$ cat src/rtl/core/ipv4_packet_stream_summary_unit_macros.svh
// assertion macros for the ipv4 packet stream summary unit
// used by the parser and result buffer modules, no other dependencies
`ifndef IPV4_PACKET_STREAM_SUMMARY_UNIT_MACROS_SVH
`define IPV4_PACKET_STREAM_SUMMARY_UNIT_MACROS_SVH

// same-cycle implication, checked out of reset
`define IPSS_ASSERT_NOW(label, clk, rst_n, ante, cons) \
    label: assert property (@(posedge clk) disable iff (!rst_n) (ante) |-> (cons)) \
        else $error("ipss assertion failed");

// next-cycle implication, checked out of reset
`define IPSS_ASSERT_NEXT(label, clk, rst_n, ante, cons) \
    label: assert property (@(posedge clk) disable iff (!rst_n) (ante) |=> (cons)) \
        else $error("ipss assertion failed");

`endif

$ cat src/rtl/core/ipss_pkg.sv
// shared constants and types for the ipv4 packet stream summary unit
// no dependencies
`timescale 1ns / 1ps

package ipss_pkg;

    localparam int COUNT_BITS = 16;
    localparam int POS_BITS   = 16;

    localparam logic [COUNT_BITS-1:0] CNT_MAX = {COUNT_BITS{1'b1}};
    localparam logic [POS_BITS-1:0]   POS_MAX = {POS_BITS{1'b1}};

    localparam logic [POS_BITS-1:0] POS_IHL       = POS_BITS'(0);
    localparam logic [POS_BITS-1:0] POS_LEN_HI    = POS_BITS'(2);
    localparam logic [POS_BITS-1:0] POS_LEN_LO    = POS_BITS'(3);
    localparam logic [POS_BITS-1:0] POS_SRC_FIRST = POS_BITS'(12);
    localparam logic [POS_BITS-1:0] POS_SRC_LAST  = POS_BITS'(15);
    localparam logic [POS_BITS-1:0] POS_DST_FIRST = POS_BITS'(16);
    localparam logic [POS_BITS-1:0] POS_DST_LAST  = POS_BITS'(19);
    localparam logic [POS_BITS-1:0] TCP_OFS_BASE  = POS_BITS'(12);
    localparam logic [POS_BITS:0]   MIN_LENGTH    = (POS_BITS+1)'(4);

    typedef struct packed {
        logic [31:0] source_address;
        logic [31:0] dest_address;
        logic [3:0]  header_words;
        logic [15:0] first_total_length;
        logic [3:0]  tcp_header_words;
        logic [15:0] packets_seen;
        logic        malformed;
    } t_summary;

    typedef struct packed {
        logic out_valid;
        logic skid_valid;
    } t_buf_status;

endpackage

$ cat src/rtl/core/ipss_byte_if.sv
// byte stream channel: valid/ready handshake with data byte and last flag
// no dependencies
`timescale 1ns / 1ps

interface ipss_byte_if;
    logic       valid;
    logic       ready;
    logic [7:0] data_byte;
    logic       last_byte;

    modport source (output valid, output data_byte, output last_byte, input ready);
    modport sink   (input valid, input data_byte, input last_byte, output ready);
endinterface

$ cat src/rtl/core/ipss_summary_if.sv
// summary channel: valid/ready handshake with the per-capture summary fields
// no dependencies
`timescale 1ns / 1ps

interface ipss_summary_if;
    logic        valid;
    logic        ready;
    logic [31:0] source_address;
    logic [31:0] dest_address;
    logic [3:0]  header_words;
    logic [15:0] first_total_length;
    logic [3:0]  tcp_header_words;
    logic [15:0] packets_seen;
    logic        malformed;

    modport source (
        output valid, output source_address, output dest_address, output header_words,
        output first_total_length, output tcp_header_words, output packets_seen,
        output malformed, input ready
    );
    modport sink (
        input valid, input source_address, input dest_address, input header_words,
        input first_total_length, input tcp_header_words, input packets_seen,
        input malformed, output ready
    );
endinterface

$ cat src/rtl/core/ipss_parser.sv
// per-byte packet tracking and first-packet field capture
// depends on ipss_pkg and the ipss macros header
`timescale 1ns / 1ps
`include "ipv4_packet_stream_summary_unit_macros.svh"

module ipss_parser (
    input  logic                 i_clk,
    input  logic                 i_rst_n,
    input  logic                 i_valid,
    input  logic [7:0]           i_byte,
    input  logic                 i_last,
    output ipss_pkg::t_summary   o_summary
);

    logic [ipss_pkg::POS_BITS-1:0]   r_pos, n_pos;
    logic [15:0]                     r_len, n_len;
    logic [ipss_pkg::COUNT_BITS-1:0] r_cnt, n_cnt;
    logic                            r_first, n_first;
    logic [31:0]                     r_src, n_src;
    logic [31:0]                     r_dst, n_dst;
    logic [3:0]                      r_ihl, n_ihl;
    logic [15:0]                     r_flen, n_flen;
    logic [3:0]                      r_tcp, n_tcp;
    logic                            r_err, n_err;
    logic [ipss_pkg::POS_BITS:0]     pos_inc;
    logic [ipss_pkg::POS_BITS-1:0]   tcp_pos;

    always_comb begin
        n_pos   = r_pos;
        n_len   = r_len;
        n_cnt   = r_cnt;
        n_first = r_first;
        n_src   = r_src;
        n_dst   = r_dst;
        n_ihl   = r_ihl;
        n_flen  = r_flen;
        n_tcp   = r_tcp;
        n_err   = r_err;
        tcp_pos = ipss_pkg::POS_BITS'({r_ihl, 2'b00}) + ipss_pkg::TCP_OFS_BASE;

        if (r_pos == ipss_pkg::POS_IHL && !r_err && r_cnt != ipss_pkg::CNT_MAX) begin
            n_cnt = r_cnt + 1'b1;
        end

        if (r_first) begin
            if (r_pos == ipss_pkg::POS_IHL) begin
                n_ihl = i_byte[3:0];
            end else if (r_pos == ipss_pkg::POS_LEN_HI) begin
                n_flen[15:8] = i_byte;
            end else if (r_pos == ipss_pkg::POS_LEN_LO) begin
                n_flen[7:0] = i_byte;
            end else if (r_pos inside {[ipss_pkg::POS_SRC_FIRST:ipss_pkg::POS_SRC_LAST]}) begin
                n_src = {r_src[23:0], i_byte};
            end else if (r_pos inside {[ipss_pkg::POS_DST_FIRST:ipss_pkg::POS_DST_LAST]}) begin
                n_dst = {r_dst[23:0], i_byte};
            end
            if (r_pos == tcp_pos) begin
                n_tcp = i_byte[7:4];
            end
        end

        if (r_pos == ipss_pkg::POS_LEN_HI) begin
            n_len = {i_byte, 8'h00};
        end else if (r_pos == ipss_pkg::POS_LEN_LO) begin
            n_len = {r_len[15:8], i_byte};
            if ({1'b0, n_len} < ipss_pkg::MIN_LENGTH) begin
                n_err = 1'b1;
            end
        end

        pos_inc = {1'b0, r_pos} + 1'b1;
        if (!n_err && pos_inc >= ipss_pkg::MIN_LENGTH && pos_inc >= {1'b0, n_len}) begin
            n_pos   = '0;
            n_first = 1'b0;
        end else begin
            n_pos = pos_inc[ipss_pkg::POS_BITS] ? ipss_pkg::POS_MAX
                                                : pos_inc[ipss_pkg::POS_BITS-1:0];
        end
    end

    always_comb begin
        o_summary.source_address     = n_src;
        o_summary.dest_address       = n_dst;
        o_summary.header_words       = n_ihl;
        o_summary.first_total_length = n_flen;
        o_summary.tcp_header_words   = n_tcp;
        o_summary.packets_seen       = 16'(n_cnt);
        o_summary.malformed          = n_err;
    end

    always_ff @(posedge i_clk) begin
        if (!i_rst_n || (i_valid && i_last)) begin
            r_pos   <= '0;
            r_len   <= '0;
            r_cnt   <= '0;
            r_first <= 1'b1;
            r_src   <= '0;
            r_dst   <= '0;
            r_ihl   <= '0;
            r_flen  <= '0;
            r_tcp   <= '0;
            r_err   <= 1'b0;
        end else if (i_valid) begin
            r_pos   <= n_pos;
            r_len   <= n_len;
            r_cnt   <= n_cnt;
            r_first <= n_first;
            r_src   <= n_src;
            r_dst   <= n_dst;
            r_ihl   <= n_ihl;
            r_flen  <= n_flen;
            r_tcp   <= n_tcp;
            r_err   <= n_err;
        end
    end

    `IPSS_ASSERT_NEXT(a_last_restarts, i_clk, i_rst_n, i_valid && i_last, r_pos == '0 && r_first && r_cnt == '0)
    `IPSS_ASSERT_NEXT(a_error_sticky, i_clk, i_rst_n, r_err && !(i_valid && i_last), r_err)
    `IPSS_ASSERT_NEXT(a_idle_holds_count, i_clk, i_rst_n, !i_valid, $stable(r_cnt) && $stable(r_pos))

endmodule

$ cat src/rtl/core/ipss_result_buf.sv
// two-entry result buffer (output register plus skid register) for summaries
// depends on ipss_pkg, ipss_summary_if and the ipss macros header
`timescale 1ns / 1ps
`include "ipv4_packet_stream_summary_unit_macros.svh"

module ipss_result_buf (
    input  logic                   i_clk,
    input  logic                   i_rst_n,
    input  logic                   i_push,
    input  ipss_pkg::t_summary     i_data,
    output ipss_pkg::t_buf_status  o_status,
    ipss_summary_if.source         o_sum
);

    logic               r_out_valid, n_out_valid;
    logic               r_skid_valid, n_skid_valid;
    ipss_pkg::t_summary r_out_data, n_out_data;
    ipss_pkg::t_summary r_skid_data, n_skid_data;
    logic               pop;

    assign pop = r_out_valid && o_sum.ready;

    always_comb begin
        n_out_valid  = r_out_valid;
        n_skid_valid = r_skid_valid;
        n_out_data   = r_out_data;
        n_skid_data  = r_skid_data;
        if (!r_out_valid || pop) begin
            if (r_skid_valid) begin
                n_out_valid  = 1'b1;
                n_out_data   = r_skid_data;
                n_skid_valid = i_push;
                n_skid_data  = i_data;
            end else begin
                n_out_valid = i_push;
                n_out_data  = i_data;
            end
        end else if (i_push) begin
            n_skid_valid = 1'b1;
            n_skid_data  = i_data;
        end
    end

    always_ff @(posedge i_clk) begin
        if (!i_rst_n) begin
            r_out_valid  <= 1'b0;
            r_skid_valid <= 1'b0;
        end else begin
            r_out_valid  <= n_out_valid;
            r_skid_valid <= n_skid_valid;
        end
    end

    always_ff @(posedge i_clk) begin
        r_out_data  <= n_out_data;
        r_skid_data <= n_skid_data;
    end

    assign o_status.out_valid  = r_out_valid;
    assign o_status.skid_valid = r_skid_valid;

    assign o_sum.valid              = r_out_valid;
    assign o_sum.source_address     = r_out_data.source_address;
    assign o_sum.dest_address       = r_out_data.dest_address;
    assign o_sum.header_words       = r_out_data.header_words;
    assign o_sum.first_total_length = r_out_data.first_total_length;
    assign o_sum.tcp_header_words   = r_out_data.tcp_header_words;
    assign o_sum.packets_seen       = r_out_data.packets_seen;
    assign o_sum.malformed          = r_out_data.malformed;

    `IPSS_ASSERT_NOW(a_skid_needs_out, i_clk, i_rst_n, r_skid_valid, r_out_valid)
    `IPSS_ASSERT_NOW(a_no_overflow, i_clk, i_rst_n, r_skid_valid && !pop, !i_push)

endmodule

$ cat src/rtl/core/ipv4_packet_stream_summary_unit.sv
// summary path: the last byte is registered in the input register, then in the result buffer until taken
// throughput: one byte per cycle; input stalls while two summaries are held or in flight
// the per-byte state update is one pass from the input register into the parser state
// reset: synchronous active-low i_rst_n clears the byte pipeline and both result slots
// depends on ipss_pkg, ipss_byte_if, ipss_summary_if, ipss_parser, ipss_result_buf
`timescale 1ns / 1ps

module ipv4_packet_stream_summary_unit (
    input  logic           i_clk,
    input  logic           i_rst_n,
    ipss_byte_if.sink      i_byte,
    ipss_summary_if.source o_summary
);

    logic                  r_in_valid;
    logic [7:0]            r_in_byte;
    logic                  r_in_last;
    ipss_pkg::t_summary    step_summary;
    ipss_pkg::t_buf_status buf_status;
    logic [2:0]            slots_used;
    logic                  in_take;

    // slots committed after this edge: buffered results plus a pending last byte
    assign slots_used = {2'b00, buf_status.out_valid} + {2'b00, buf_status.skid_valid}
                      + {2'b00, r_in_valid && r_in_last}
                      - {2'b00, buf_status.out_valid && o_summary.ready};
    assign i_byte.ready = slots_used < 3'd2;
    assign in_take      = i_byte.valid && i_byte.ready;

    always_ff @(posedge i_clk) begin
        if (!i_rst_n) begin
            r_in_valid <= 1'b0;
        end else begin
            r_in_valid <= in_take;
        end
    end

    always_ff @(posedge i_clk) begin
        r_in_byte <= i_byte.data_byte;
        r_in_last <= i_byte.last_byte;
    end

    ipss_parser u_parser (
        .i_clk     (i_clk),
        .i_rst_n   (i_rst_n),
        .i_valid   (r_in_valid),
        .i_byte    (r_in_byte),
        .i_last    (r_in_last),
        .o_summary (step_summary)
    );

    ipss_result_buf u_result_buf (
        .i_clk    (i_clk),
        .i_rst_n  (i_rst_n),
        .i_push   (r_in_valid && r_in_last),
        .i_data   (step_summary),
        .o_status (buf_status),
        .o_sum    (o_summary)
    );

endmodule

$ cat src/flat_wrapper.sv
// flat-port wrapper written by rule: the top's interface ports become plain ports
module ipv4_packet_stream_summary_unit_flat 
  (i_clk, i_rst_n, i_byte_valid, i_byte_data_byte, i_byte_last_byte, i_byte_ready, o_summary_valid, o_summary_source_address, o_summary_dest_address, o_summary_header_words, o_summary_first_total_length, o_summary_tcp_header_words, o_summary_packets_seen, o_summary_malformed, o_summary_ready);
  ipss_byte_if i_byte_i ();
  ipss_summary_if o_summary_i ();
  input  logic i_clk;
  input  logic i_rst_n;
  input wire logic [$bits(i_byte_i.valid)-1:0] i_byte_valid;
  input wire logic [$bits(i_byte_i.data_byte)-1:0] i_byte_data_byte;
  input wire logic [$bits(i_byte_i.last_byte)-1:0] i_byte_last_byte;
  output wire logic [$bits(i_byte_i.ready)-1:0] i_byte_ready;
  output wire logic [$bits(o_summary_i.valid)-1:0] o_summary_valid;
  output wire logic [$bits(o_summary_i.source_address)-1:0] o_summary_source_address;
  output wire logic [$bits(o_summary_i.dest_address)-1:0] o_summary_dest_address;
  output wire logic [$bits(o_summary_i.header_words)-1:0] o_summary_header_words;
  output wire logic [$bits(o_summary_i.first_total_length)-1:0] o_summary_first_total_length;
  output wire logic [$bits(o_summary_i.tcp_header_words)-1:0] o_summary_tcp_header_words;
  output wire logic [$bits(o_summary_i.packets_seen)-1:0] o_summary_packets_seen;
  output wire logic [$bits(o_summary_i.malformed)-1:0] o_summary_malformed;
  input wire logic [$bits(o_summary_i.ready)-1:0] o_summary_ready;
  assign i_byte_i.valid = i_byte_valid;
  assign i_byte_i.data_byte = i_byte_data_byte;
  assign i_byte_i.last_byte = i_byte_last_byte;
  assign i_byte_ready = i_byte_i.ready;
  assign o_summary_valid = o_summary_i.valid;
  assign o_summary_source_address = o_summary_i.source_address;
  assign o_summary_dest_address = o_summary_i.dest_address;
  assign o_summary_header_words = o_summary_i.header_words;
  assign o_summary_first_total_length = o_summary_i.first_total_length;
  assign o_summary_tcp_header_words = o_summary_i.tcp_header_words;
  assign o_summary_packets_seen = o_summary_i.packets_seen;
  assign o_summary_malformed = o_summary_i.malformed;
  assign o_summary_i.ready = o_summary_ready;
  ipv4_packet_stream_summary_unit u_core (.i_clk(i_clk), .i_rst_n(i_rst_n), .i_byte(i_byte_i), .o_summary(o_summary_i));
endmodule
$ cat config.mk
export PLATFORM = sky130hd
export DESIGN_NAME = ipv4_packet_stream_summary_unit_flat
export DESIGN_NICKNAME = d
export VERILOG_FILES = /design/src/rtl/core/ipss_pkg.sv /design/src/rtl/core/ipss_byte_if.sv /design/src/rtl/core/ipss_summary_if.sv /design/src/rtl/core/ipss_parser.sv /design/src/rtl/core/ipss_result_buf.sv /design/src/rtl/core/ipv4_packet_stream_summary_unit.sv /design/src/flat_wrapper.sv
export VERILOG_INCLUDE_DIRS = /design/src /design/src/rtl/core
export SDC_FILE = /design/constraint.sdc
export NUM_CORES = 1
export LEC_CHECK = 0
export BUFFER_PORTS_ARGS = -buffer_cell sky130_fd_sc_hd__buf_2
export CAP_MARGIN = 25
export CORE_MARGIN = 2
export CORE_UTILIZATION = 65
export DETAILED_ROUTE_END_ITERATION = 12
export PLACE_DENSITY = 0.9
export SLEW_MARGIN = 20
export SYNTH_ARGS = -nofsm -noshare
export SYNTH_HDL_FRONTEND = slang
export SYNTH_SLANG_ARGS = --single-unit
$ cat constraint.sdc
create_clock -name i_clk -period 12.6 [get_ports i_clk]
set_input_delay 1.26 -clock i_clk [delete_from_list [all_inputs] [get_ports i_clk]]
set_output_delay 1.26 -clock i_clk [all_outputs]
set_load 0.05 [all_outputs]
==> qor.yml <==
nets: 1412
clk_path_buf_depth: 3
power.leakage_nw: 7.15
clock_latency_ps: 510
setup.worst_path.end: "u_core.u_parser.r_pos[11]"
crit_type: "reg -> reg"
finalSetupViolations: 0
top_usage_layer: "met2"
port_buffers: 119
rows: 56
coreArea_um2: 23500
ant_nets: 0
grt_overflow: 0
worst_pin_slew_ps: 1060
yosysUniqueCellTypes: 57
rr_startpoint: "u_core.u_parser.r_pos[4]"
grt_max_degree: 96
path_clk_slew_ps: 70
fmax_mhz: 228
ctsHoldBuffers: 0
wl_mm: 33.6
fillers: 1433
drc_errors: 0
h-tree-depth: 2
cts_buffers: 36
clock_skew_ps: 11.2
gr-usage-all-layers: 0.267
synthTopCellsByArea: "edfxtp_1 (41%), dfxtp_1 (19%), mux2_2 (13%)"
clock_sinks: 360
synth_largest_area_cell: "edfxtp_1"
reg2reg_depth: 11
post-route-min-period_ps: 4380
yosysSeqAreaShare: 0.598
clock-root-buffer: "clkbuf_16"
ys_ff_latch: 360
die_area_um2: 25200
startpoint: "u_core.u_parser.r_pos[4]"
use_met3: 0.0481
cts_setup_buffers: 0
finalHoldViolations: 0
ios: 120
avgSynthCellArea_um2: 12.0
status: "finished, final reports clean"
die_w_um: 159
mostFrequentLayoutCells: "nor2_1 (212), edfxtp_1 (210), mux2_2 (185)"
p_clk_frac: 0.401
wl_per_cell_um: 19.5
first_global_vias: 10500
route.vias.total: 10400
avgViaCountPerCell: 6.03
yosys_warnings: 0
async_flop_share: 0
syn_area_um2: 15600
cts_tree: "done"
utilization: 0.742
sw_frac_of_total: 0.244
synth_cells: 1302
max_cap_viol_count: 0
start_kind: "flop"
fin_crit_sh: 0.348
crit_path_end_kind: "flop"
report.final.slew_viol_count: 0
setup_tns_ps: 0
yosys.area.top_type_share: 0.405
gr-usage-met1: 0.360
final_common_cell: "nor2_1"
synth_edf_count: 210
grt_setup_unrepaired: "no"
antenna_cells: 0
hold_class: "reg -> reg"
areaGrowthSynthToFinish_pct: 12.0
combPwrFrac: 0.090
cts_resized: 0
layout-drive-gt1-share: 0.282
grtUsageMet2: 0.432
dp_hpwl_mm: 20.3
drt_iter0_drc: 930
power.internal_mw: 1.96
p_per_area_nw_per_um2: 148
initial_core_util: 0.663
slew_headroom: 0.295
required_ps: 13030
seqPwrFrac: 0.509
die_y_um: 159
grt_pass1_wl_mm: 54.9
gp_congestion: 0.901
reg2reg_setup_slack_ps: 8220
first_pass_iters: 5
crit_fanout: 25
grt_antenna_before_repair: 0
synth-main-ff-cell: "edfxtp_1"
syn-num-nets: 1338
timing.rr.end: "u_core.u_parser.r_pos[11]"
worstPathArrival_ps: 4810
ir_drop_uv: 103
switching_power_uw: 630
holdCritStartpoint: "u_core.u_parser.r_flen[8]"
[synth_stat cells (3+ instances only)]
cell	instances
dfxtp_1	150
mux2_2	185
o21ai_0	21
xor2_1	28
or2_2	7
xnor2_1	21
o31ai_1	3
nand2_1	64
or3_1	6
nand3_1	33
mux2i_1	25
and3_1	7
a211oi_1	8
nand4_1	18
and4_1	7
buf_2	12
nor2b_1	3
mux2_4	8
inv_1	9
and2_1	3
a21oi_1	35
nor4_1	7
a21o_1	4
nor3_1	85
edfxtp_1	210
clkbuf_1	72
nor2_1	212
ha_1	23
[final cells by class]
| cell class | count | area, µm² | share of cell area |
|---|---|---|---|
| Clock buffer | 54 | 1050 | 0.0605 |
| Clock inverter | 12 | 98.8 | 0.00567 |
| Inverter | 9 | 33.8 | 0.00194 |
| Multi-Input combinational cell | 842 | 5870 | 0.337 |
| Sequential cell | 360 | 9320 | 0.535 |
| Tap cell | 319 | 399 | 0.0229 |
| Timing Repair Buffer | 127 | 656 | 0.0376 |
[how the worst min path moves through the flow]
stage,end,slack [ps],cells after the start
after CTS,u_core.u_parser.r_flen[8],460,2
after floorplan,u_core.u_parser.r_flen[8],430,2
after detailed placement,u_core.u_parser.r_flen[14],450,2
final,u_core.u_parser.r_flen[8],460,2
after global routing,u_core.u_parser.r_flen[14],480,2
after global placement,u_core.u_parser.r_flen[12],430,2
[sequential cells by signal, summed over array words and instances, names as in the netlist, 4 cells and up]
name	count
u_core.u_parser.r_tcp	4
u_core.u_result_buf.o_sum.dest_address	32
u_core.u_result_buf.o_sum.source_address	32
u_core.u_result_buf.r_skid_data	105
u_core.u_result_buf.o_sum.packets_seen	16
u_core.u_parser.r_pos	16
u_core.r_in_byte	8
u_core.u_parser.r_ihl	4
u_core.u_result_buf.o_sum.header_words	4
u_core.u_result_buf.o_sum.tcp_header_words	4
u_core.u_parser.r_flen	16
u_core.u_parser.r_len	16
u_core.u_parser.r_dst	32
u_core.u_parser.r_src	32
u_core.u_result_buf.o_sum.first_total_length	16
u_core.u_parser.r_cnt	16
[critical path: stages, from the launching register on]
cell	delay, ps
dfxtp_1	460
or2_4	340
nor4_4	280
and3_1	740
or2_2	230
ha_1	240
a211oi_1	210
nor2_1	70
o41a_1	410
o41ai_1	630
o21bai_1	430
o21ai_0	260
[power groups by stage]
stage	clock, mW	combinational, mW	sequential [mW]
floorplan	0	0.0987	1.41
CTS	1.05	0.232	1.32
global route	1.10	0.246	1.32
detailed placement	0	0.227	1.34
finish	1.04	0.232	1.32
global placement	0	0.221	1.34
[per-stage QoR]
step | power, mW | instance area (µm²) | setup slack, ps | instances | hold WS (ps)
2_1_floorplan | 1.51 | 15600 | 5870 | 1302 | 429
3_3_place_gp | 1.56 | 16300 | 8320 | 1657 | 435
3_5_place_dp | 1.57 | 16300 | 8210 | 1657 | 445
4_1_cts | 2.60 | 17400 | 8200 | 1723 | 457
5_1_grt | 2.66 | 17400 | 7840 | 1723 | 484
6_report | 2.59 | 17400 | 8220 | 1723 | 457
[per-layer routing]
layer  vias up  share of wire  wire (µm)
met3        99          0.063       2130
li1       4821              -          -
met2       420           0.48      16100
met1      5055           0.42      14200
met4         0          0.034       1160
met5         -              0          0
[cells by family after synthesis]
family / after synthesis / synth area share
flops: 360 / 0.598
fa+ha+maj: 23 / 0.0185
xor+xnor: 49 / 0.0276
simple gates: 467 / 0.138
mux: 218 / 0.158
buf+inv: 100 / 0.0266
compound gates: 85 / 0.0330
Note: power is estimated with default switching activity, not from simulation.
